--- config.mk ---
export PLATFORM = sky130hd
export DESIGN_NAME = false_position_root_step_unit
export DESIGN_NICKNAME = d
export VERILOG_FILES = /design/src/rtl/fprs_pkg.sv /design/src/rtl/false_position_root_step_unit.sv
export SDC_FILE = /design/constraint.sdc
export NUM_CORES = 2
export LEC_CHECK = 0
export BUFFER_PORTS_ARGS = -buffer_cell sky130_fd_sc_hd__buf_4
export CAP_MARGIN = 0
export CORE_MARGIN = 1.5
export CORE_UTILIZATION = 45
export DETAILED_ROUTE_END_ITERATION = 7
export GPL_TIMING_DRIVEN = 0
export PLACE_DENSITY = 0.7
export REMOVE_ABC_BUFFERS = 1
export SETUP_SLACK_MARGIN = 0.15
export SKIP_LAST_GASP = 1
export SYNTH_ARGS = -nofsm -noshare
export SYNTH_HDL_FRONTEND = slang
export SYNTH_SLANG_ARGS = --single-unit
--- constraint.sdc ---
create_clock -name clk -period 14 [get_ports clk]
set_input_delay 1.4 -clock clk [delete_from_list [all_inputs] [get_ports clk]]
set_output_delay 1.4 -clock clk [all_outputs]
set_load 0.005 [all_outputs]
--- src/rtl/fprs_pkg.sv ---
// ----------------------------------------------------------------------------
// fprs_pkg: shared types and constants of the false-position root step unit
// Holds the item and result beat structs, the sequencer states, the status
// codes and the register indexes of the configuration port.
// ----------------------------------------------------------------------------
`default_nettype none

package fprs_pkg;

	localparam int unsigned XW = 32;
	localparam int unsigned CNT_W = 17;
	localparam int unsigned CFG_IDX_W = 2;
	localparam int unsigned CFG_DATA_W = 32;
	localparam int unsigned DIV_STEPS = 34;

	localparam logic [CNT_W-1:0] CNT_MAX = {CNT_W{1'b1}};

	localparam logic [CFG_IDX_W-1:0] CFG_X_ACCURACY = 2'd0;
	localparam logic [CFG_IDX_W-1:0] CFG_MAX_EVALS = 2'd1;
	localparam logic [CFG_IDX_W-1:0] CFG_INIT_EVALS = 2'd2;

	localparam logic ACTION_START = 1'b0;
	localparam logic ACTION_EVAL = 1'b1;

	typedef enum logic [1:0] {
		STATUS_EVAL = 2'd0,
		STATUS_ROOT = 2'd1,
		STATUS_OVER = 2'd2
	} status_t;

	typedef struct packed {
		logic action;
		logic signed [XW-1:0] bound_a_x;
		logic signed [XW-1:0] bound_a_f;
		logic signed [XW-1:0] bound_b_x;
		logic signed [XW-1:0] bound_b_f;
		logic signed [XW-1:0] f_value;
	} item_t;

	typedef struct packed {
		logic signed [XW-1:0] x_out;
		status_t status;
	} result_t;

	typedef enum logic [2:0] {
		ST_IDLE,
		ST_PREP,
		ST_MUL,
		ST_CHK,
		ST_DIV,
		ST_FIN,
		ST_DONE
	} fprs_state_t;

endpackage

`default_nettype wire

--- src/rtl/false_position_root_step_unit.sv ---
// ----------------------------------------------------------------------------
// false_position_root_step_unit: one step of a regula falsi root search
// Holds the bracket and emits the next probe, a converged root or a budget
// overrun for every item, with a single multiplier and a serial divider.
// ----------------------------------------------------------------------------
// Usage. An item beat on the item channel either starts a search with a new
// bracket (action 0) or brings the function value at the last probe
// (action 1). Every item gives exactly one result beat: the next probe with
// status 0, a converged root with status 1, or a budget overrun with
// status 2. The configuration channel writes the accuracy and the budget
// registers; it is always ready and must only be used while the block idles.
// Sequence: an item that needs a new probe passes from its accepting edge
// to the result register through operand preparation, the 32x32
// multiplier, the range check, the serial restoring divider (one quotient
// bit a cycle), the forming of the sum and the hand-over. A zero product
// or a saturated quotient skips the divider. An item that ends the search
// (converged or over budget) goes straight to the hand-over. One item is
// worked on at a time; item_ready is high only while the sequencer is
// idle, so a new item is taken only once the last result has been handed
// over to the result register.
// Stalls: the result register holds its beat until result_ready is seen.
// The next item may be accepted while that beat waits; its result is held
// back in the sequencer until the register frees up.
// Reset: arst_n clears the bracket, the last probe and the evaluation count
// to zero, and loads accuracy 66, budget 100 and initial count 2.
// ----------------------------------------------------------------------------
`default_nettype none

module false_position_root_step_unit (
	input  wire logic                           clk,
	input  wire logic                           arst_n,
	input  wire logic                           item_valid,
	output logic                                item_ready,
	input  wire fprs_pkg::item_t                item,
	output logic                                result_valid,
	input  wire logic                           result_ready,
	output fprs_pkg::result_t                   result,
	input  wire logic                           cfg_valid,
	output logic                                cfg_ready,
	input  wire logic [fprs_pkg::CFG_IDX_W-1:0] cfg_index,
	input  wire logic [fprs_pkg::CFG_DATA_W-1:0] cfg_data
);
	import fprs_pkg::*;

	// Configuration registers.
	logic [30:0] x_acc_q;
	logic [15:0] max_evals_q;
	logic [15:0] init_evals_q;

	// Search state kept between items.
	logic signed [XW-1:0] neg_x_q, neg_f_q, pos_x_q, pos_f_q, probe_q;
	logic [CNT_W-1:0] count_q;

	// Working registers of the probe computation.
	logic [31:0] dx_mag_q;
	logic [31:0] fl_mag_q;
	logic [32:0] den_mag_q;
	logic q_neg_q;
	logic [63:0] prod_q;
	logic [32:0] rem_q;
	logic [DIV_STEPS-1:0] quo_q;
	logic [5:0] bit_q;

	// Result waiting for the output register.
	logic signed [XW-1:0] res_x_q;
	status_t res_st_q;

	fprs_state_t state_q, state_d;

	logic item_fire, out_load;

	// Step decision on an evaluate beat.
	logic [CNT_W-1:0] count_inc;
	logic signed [32:0] del;
	logic [31:0] del_mag;
	logic eval_root, eval_over;

	// Operand preparation.
	logic signed [32:0] dx, den;

	// Range check and serial division.
	logic prod_zero, quo_sat;
	logic [33:0] trial;
	logic trial_ge;

	// Final sum.
	logic [33:0] q_mag;
	logic signed [35:0] q_signed, sum;
	logic signed [XW-1:0] sum_sat;

	assign cfg_ready = 1'b1;
	assign item_ready = (state_q == ST_IDLE);
	assign item_fire = item_valid && item_ready;
	assign out_load = (state_q == ST_DONE) && (!result_valid || result_ready);

	always_comb begin
		count_inc = (count_q == CNT_MAX) ? count_q : count_q + 1'b1;
		if (item.f_value < 0) begin
			del = {neg_x_q[31], neg_x_q} - {probe_q[31], probe_q};
		end else begin
			del = {pos_x_q[31], pos_x_q} - {probe_q[31], probe_q};
		end
		// The difference of two 32-bit values never exceeds 2^32 - 1 in size.
		del_mag = del[32] ? 32'(-del) : del[31:0];
		eval_root = ({1'b0, del_mag} < {2'b00, x_acc_q}) || (item.f_value == 0);
		eval_over = count_inc > {1'b0, max_evals_q};
	end

	always_comb begin
		dx = {pos_x_q[31], pos_x_q} - {neg_x_q[31], neg_x_q};
		den = {neg_f_q[31], neg_f_q} - {pos_f_q[31], pos_f_q};
	end

	always_comb begin
		prod_zero = (prod_q == 64'd0);
		// A quotient of 2^34 or more saturates anyway; a zero divisor lands here too.
		quo_sat = {3'b000, prod_q[63:34]} >= den_mag_q;
		trial = {rem_q, prod_q[bit_q]};
		trial_ge = trial >= {1'b0, den_mag_q};
	end

	always_comb begin
		q_mag = (quo_q > 34'h2_0000_0000) ? 34'h2_0000_0000 : quo_q;
		q_signed = q_neg_q ? -$signed({2'b00, q_mag}) : $signed({2'b00, q_mag});
		sum = {{4{neg_x_q[31]}}, neg_x_q} + q_signed;
		if (sum > 36'sd2147483647) begin
			sum_sat = 32'sh7FFF_FFFF;
		end else if (sum < -36'sd2147483648) begin
			sum_sat = 32'sh8000_0000;
		end else begin
			sum_sat = sum[31:0];
		end
	end

	always_comb begin
		state_d = state_q;
		case (state_q)
			ST_IDLE: begin
				if (item_fire) begin
					if (item.action == ACTION_START) begin
						state_d = ({1'b0, init_evals_q} > {1'b0, max_evals_q}) ? ST_DONE
							: ST_PREP;
					end else begin
						state_d = (eval_root || eval_over) ? ST_DONE : ST_PREP;
					end
				end
			end
			ST_PREP: state_d = ST_MUL;
			ST_MUL: state_d = ST_CHK;
			ST_CHK: state_d = (prod_zero || quo_sat) ? ST_FIN : ST_DIV;
			ST_DIV: state_d = (bit_q == 6'd0) ? ST_FIN : ST_DIV;
			ST_FIN: state_d = ST_DONE;
			ST_DONE: state_d = out_load ? ST_IDLE : ST_DONE;
			default: state_d = ST_IDLE;
		endcase
	end

	always_ff @(posedge clk or negedge arst_n) begin
		if (!arst_n) begin
			state_q <= ST_IDLE;
		end else begin
			state_q <= state_d;
		end
	end

	always_ff @(posedge clk or negedge arst_n) begin
		if (!arst_n) begin
			x_acc_q <= 31'd66;
			max_evals_q <= 16'd100;
			init_evals_q <= 16'd2;
		end else if (cfg_valid) begin
			case (cfg_index)
				CFG_X_ACCURACY: x_acc_q <= cfg_data[30:0];
				CFG_MAX_EVALS: max_evals_q <= cfg_data[15:0];
				CFG_INIT_EVALS: init_evals_q <= cfg_data[15:0];
				default: ;
			endcase
		end
	end

	// Bracket, probe and count update on item beats and at the end of a probe.
	always_ff @(posedge clk or negedge arst_n) begin
		if (!arst_n) begin
			neg_x_q <= '0;
			neg_f_q <= '0;
			pos_x_q <= '0;
			pos_f_q <= '0;
			probe_q <= '0;
			count_q <= '0;
		end else if (item_fire) begin
			if (item.action == ACTION_START) begin
				// End a takes the negative side only when its value is negative.
				if (item.bound_a_f < 0) begin
					neg_x_q <= item.bound_a_x;
					neg_f_q <= item.bound_a_f;
					pos_x_q <= item.bound_b_x;
					pos_f_q <= item.bound_b_f;
				end else begin
					neg_x_q <= item.bound_b_x;
					neg_f_q <= item.bound_b_f;
					pos_x_q <= item.bound_a_x;
					pos_f_q <= item.bound_a_f;
				end
				count_q <= {1'b0, init_evals_q};
			end else begin
				count_q <= count_inc;
				if (item.f_value < 0) begin
					neg_x_q <= probe_q;
					neg_f_q <= item.f_value;
				end else begin
					pos_x_q <= probe_q;
					pos_f_q <= item.f_value;
				end
			end
		end else if (state_q == ST_FIN) begin
			probe_q <= sum_sat;
		end
	end

	// Datapath: operand magnitudes, product, serial quotient and the result.
	always_ff @(posedge clk) begin
		case (state_q)
			ST_IDLE: begin
				if (item_fire) begin
					if (item.action == ACTION_START) begin
						res_x_q <= '0;
						res_st_q <= STATUS_OVER;
					end else begin
						res_x_q <= probe_q;
						res_st_q <= eval_root ? STATUS_ROOT : STATUS_OVER;
					end
				end
			end
			ST_PREP: begin
				dx_mag_q <= dx[32] ? 32'(-dx) : dx[31:0];
				fl_mag_q <= neg_f_q[31] ? 32'(-neg_f_q) : neg_f_q;
				den_mag_q <= den[32] ? -den : den;
				q_neg_q <= dx[32] ^ neg_f_q[31] ^ den[32];
			end
			ST_MUL: begin
				prod_q <= 64'(dx_mag_q) * 64'(fl_mag_q);
			end
			ST_CHK: begin
				rem_q <= {3'b000, prod_q[63:34]};
				bit_q <= 6'(DIV_STEPS - 1);
				if (prod_zero) begin
					quo_q <= '0;
				end else if (quo_sat) begin
					quo_q <= 34'h2_0000_0000;
				end else begin
					quo_q <= '0;
				end
			end
			ST_DIV: begin
				rem_q <= trial_ge ? 33'(trial - {1'b0, den_mag_q}) : trial[32:0];
				quo_q <= {quo_q[DIV_STEPS-2:0], trial_ge};
				bit_q <= bit_q - 1'b1;
			end
			ST_FIN: begin
				res_x_q <= sum_sat;
				res_st_q <= STATUS_EVAL;
			end
			default: ;
		endcase
	end

	// Output register: holds its beat while the receiver stalls.
	always_ff @(posedge clk or negedge arst_n) begin
		if (!arst_n) begin
			result_valid <= 1'b0;
		end else if (out_load) begin
			result_valid <= 1'b1;
		end else if (result_ready) begin
			result_valid <= 1'b0;
		end
	end

	always_ff @(posedge clk) begin
		if (out_load) begin
			result.x_out <= res_x_q;
			result.status <= res_st_q;
		end
	end

endmodule

`default_nettype wire

==> impl_metrics.json <==
{
  "worstPathRequired_ns": 14.43,
  "hp-start": "res_x_q[25]",
  "die_w_microns": 402,
  "rows": 146,
  "cts_made_buffers": 61,
  "dp_hpwl_microns": 155000,
  "yosys-top-cells-count": "1216 x nand2_1, 1208 x inv_1, 901 x fa_1",
  "rr_worst_depth": 26,
  "wl_per_cell_microns": 19.5,
  "overflow": 0,
  "avgSynthCellArea_sq_um": 9.08,
  "end_kind": "flip-flop",
  "post-place-ws_ns": 4.46,
  "clockBufferDepth": 3,
  "cp_slowest_cell": "edfxtp_1",
  "cts.sinks": 547,
  "post_cts_resized": 0,
  "viasPerCell": 5.57,
  "cts_setup_buffers": 0,
  "h-tree-depth": 2,
  "areaGrowthSynthToFinish_pct": 9.79,
  "io_pins": 237,
  "hold_class": "flip-flop to flip-flop",
  "synth_top_area_cell": "fa_1",
  "fin_setup_tns_ns": 0,
  "synth_top_cells_by_area": "fa_1 25%, edfxtp_1 13%, ha_1 9.2%, dfrtp_1 8.3%, nand2_1 6.4%",
  "crit_arrival_ns": 9.90,
  "initial_core_util_pct": 45.2,
  "holdPathStages": 0,
  "yosysSeqAreaShare_pct": 21.3,
  "drc": 2,
  "antenna_found_initial": 3,
  "cts_tree": "built",
  "critPathMaxFanout": 32,
  "cp_slowest_stage_delay_ns": 1.33,
  "cp-startpoint": "dx_mag_q[20]",
  "violations": "design-rule violations",
  "grt_pass1_vias": 58360,
  "drt_iter0_markers": 3852,
  "setup_ws_ns": 4.54,
  "clk_pin_slew_ns": 0.06,
  "yosys_warnings": 0,
  "period_share_pct": 67.6,
  "cp_common_cell": "fa_1",
  "syn-cell-area_sq_um": 71500,
  "drive_gt1_share_pct": 8.99,
  "post-route-min-period_ns": 9.46,
  "whs_endpoint": "result[27]",
  "fmax_mhz": 106,
  "holdWs_ns": 0.415,
  "ant_nets": 0,
  "setup_violations": 0,
  "final.setup_skew_ns": 0.0223,
  "critPathKind": "flip-flop to flip-flop",
  "worst-slew-pin-transition_ns": 1.48,
  "grt_pass1_wl_microns": 314000,
  "r2r_start": "dx_mag_q[20]",
  "synthCells": 7884,
  "hold_violations": 0,
  "cts-root-buf": "clkbuf_16",
  "yosysUniqueCellTypes": 109,
  "synth_top_flop_cell": "edfxtp_1",
  "synth-seq-cells": 547,
  "die_area_sq_um": 161000,
  "grt_usage_pct": 24.3,
  "ys_async_sr_fraction_pct": 44.6,
  "core_area_sq_um": 158000,
  "drv_slew": 0,
  "post-synth-top-count-cell": "nand2_1",
  "grt_setup_unrepaired": "no",
  "routabilityCongestion": 0.941,
  "dr.pass1.iters": 8,
  "critPathLaunchType": "flip-flop",
  "ctsHoldBuffers": 0,
  "r2r_end": "prod_q[60]",
  "synth-edff-count": 303,
  "drv_cap": 0,
  "synth_top_area_share_pct": 25.2,
  "io_buffers": 234,
  "grt_start_max_net_pins": 139,
  "clock_latency_ns": 0.69,
  "die_y_microns": 402,
  "status": "complete, but fails checks",
  "via_count": 55710,
  "reg2reg_setup_slack_ns": 4.54,
  "slew_headroom_pct": 1.53,
  "fin_nets": 9504,
  "routed_wl_microns": 195000
}
==> worst max-delay path, delay by kind of cell, from the launching register on <==
kind                       cells  cell delay, ns
AOI/OAI and AO/OA              4            0.96
and+or+nand+nor                8            2.15
buffers and inverters          5            0.28
adders and majority gates      9            4.44
DFF                            1            1.33
==> cells in the final DEF, fill, tap and decap left out, drive strengths merged, types with 34 or more instances in the layout <==
cell and instances:
edfxtp 303, xnor2 230, nor3 81, nand4 59, a31oi 36, and2 390
dfrtp 238, ha 526, o21ai 531, nor2 224, o21bai 34, clkbuf 71
mux2i 47, a21oi 253, nand2 1216, inv 1212, and3 54, a21o 144
nor2b 40, o31ai 37, nand2b 70, fa 901, nor4 48, xor2 114
mux2 196, buf 313, o21a 50, nand3 120
==> flip-flops by register name, summed over array words and instances (netlist names), 2 cells and up <==
name          cells
probe_q          32
neg_x_q          32
rem_q            33
count_q          17
fl_mag_q         32
pos_x_q          32
den_mag_q        33
x_acc_q          31
state_q           3
res_x_q          32
init_evals_q     16
prod_q           64
quo_q            34
neg_f_q          32
bit_q             6
dx_mag_q         32
res_st_q          2
pos_f_q          32
result           34
max_evals_q      16
==> area by class of cell <==
type	instances	area (sq um)
diodes	2	5.00
flip-flops and latches	547	15200
clock inverters	43	488
fillers	14570	79600
multi-input cells	5744	50300
well taps	2072	2590
clock buffers	71	1640
repair buffers	313	3750
inverters	1210	4540
==> kinds of logic (layout without fill, tap and decap cells) <==
group / after synthesis / after routing / share of synthesized area [%]
simple gates: 2416 / 2416 / 16.0
compound gates: 1292 / 1292 / 11.2
buf+inv: 1593 / 1637 / 8.55
xor+xnor: 344 / 344 / 4.21
fa+ha+maj: 1427 / 1427 / 34.4
other cells: 1 / 3 / 0.00524
flops: 547 / 547 / 21.3
mux: 264 / 264 / 4.40
==> stage by stage <==
step                      utilization, %  instance area, sq um  std cells
after floorplan                        -                 70000       7501
after global placement              47.0                 74300       9807
after detailed placement            47.9                 75700       9861
after CTS                           49.2                 77900       9975
after global routing                49.7                 78600      10001
final                               49.7                 78600      10002
==> per-layer routing <==
layer	routed length, microns	GRT usage (%)
met1	79000	30.3
met4	8160	9.62
met5	0	0
met3	9220	2.38
met2	98500	43.0
==> worst max path at each step <==
| stage | to | slack (ns) | depth (start not counted) |
|---|---|---|---|
| 6_report | prod_q[60] | 4.54 | 26 |
| 5_1_grt | prod_q[60] | 4.12 | 26 |
| 4_1_cts | prod_q[60] | 4.42 | 26 |
| 3_5_place_dp | prod_q[60] | 4.46 | 26 |
| 3_3_place_gp | neg_f_q[3] | -0.60 | 4 |
| 2_1_floorplan | neg_f_q[0] | 5.88 | 3 |
Power is left out: the tool's default activity adds up to more than one toggle a clock period on the data nets, which glitch-free logic cannot reach.
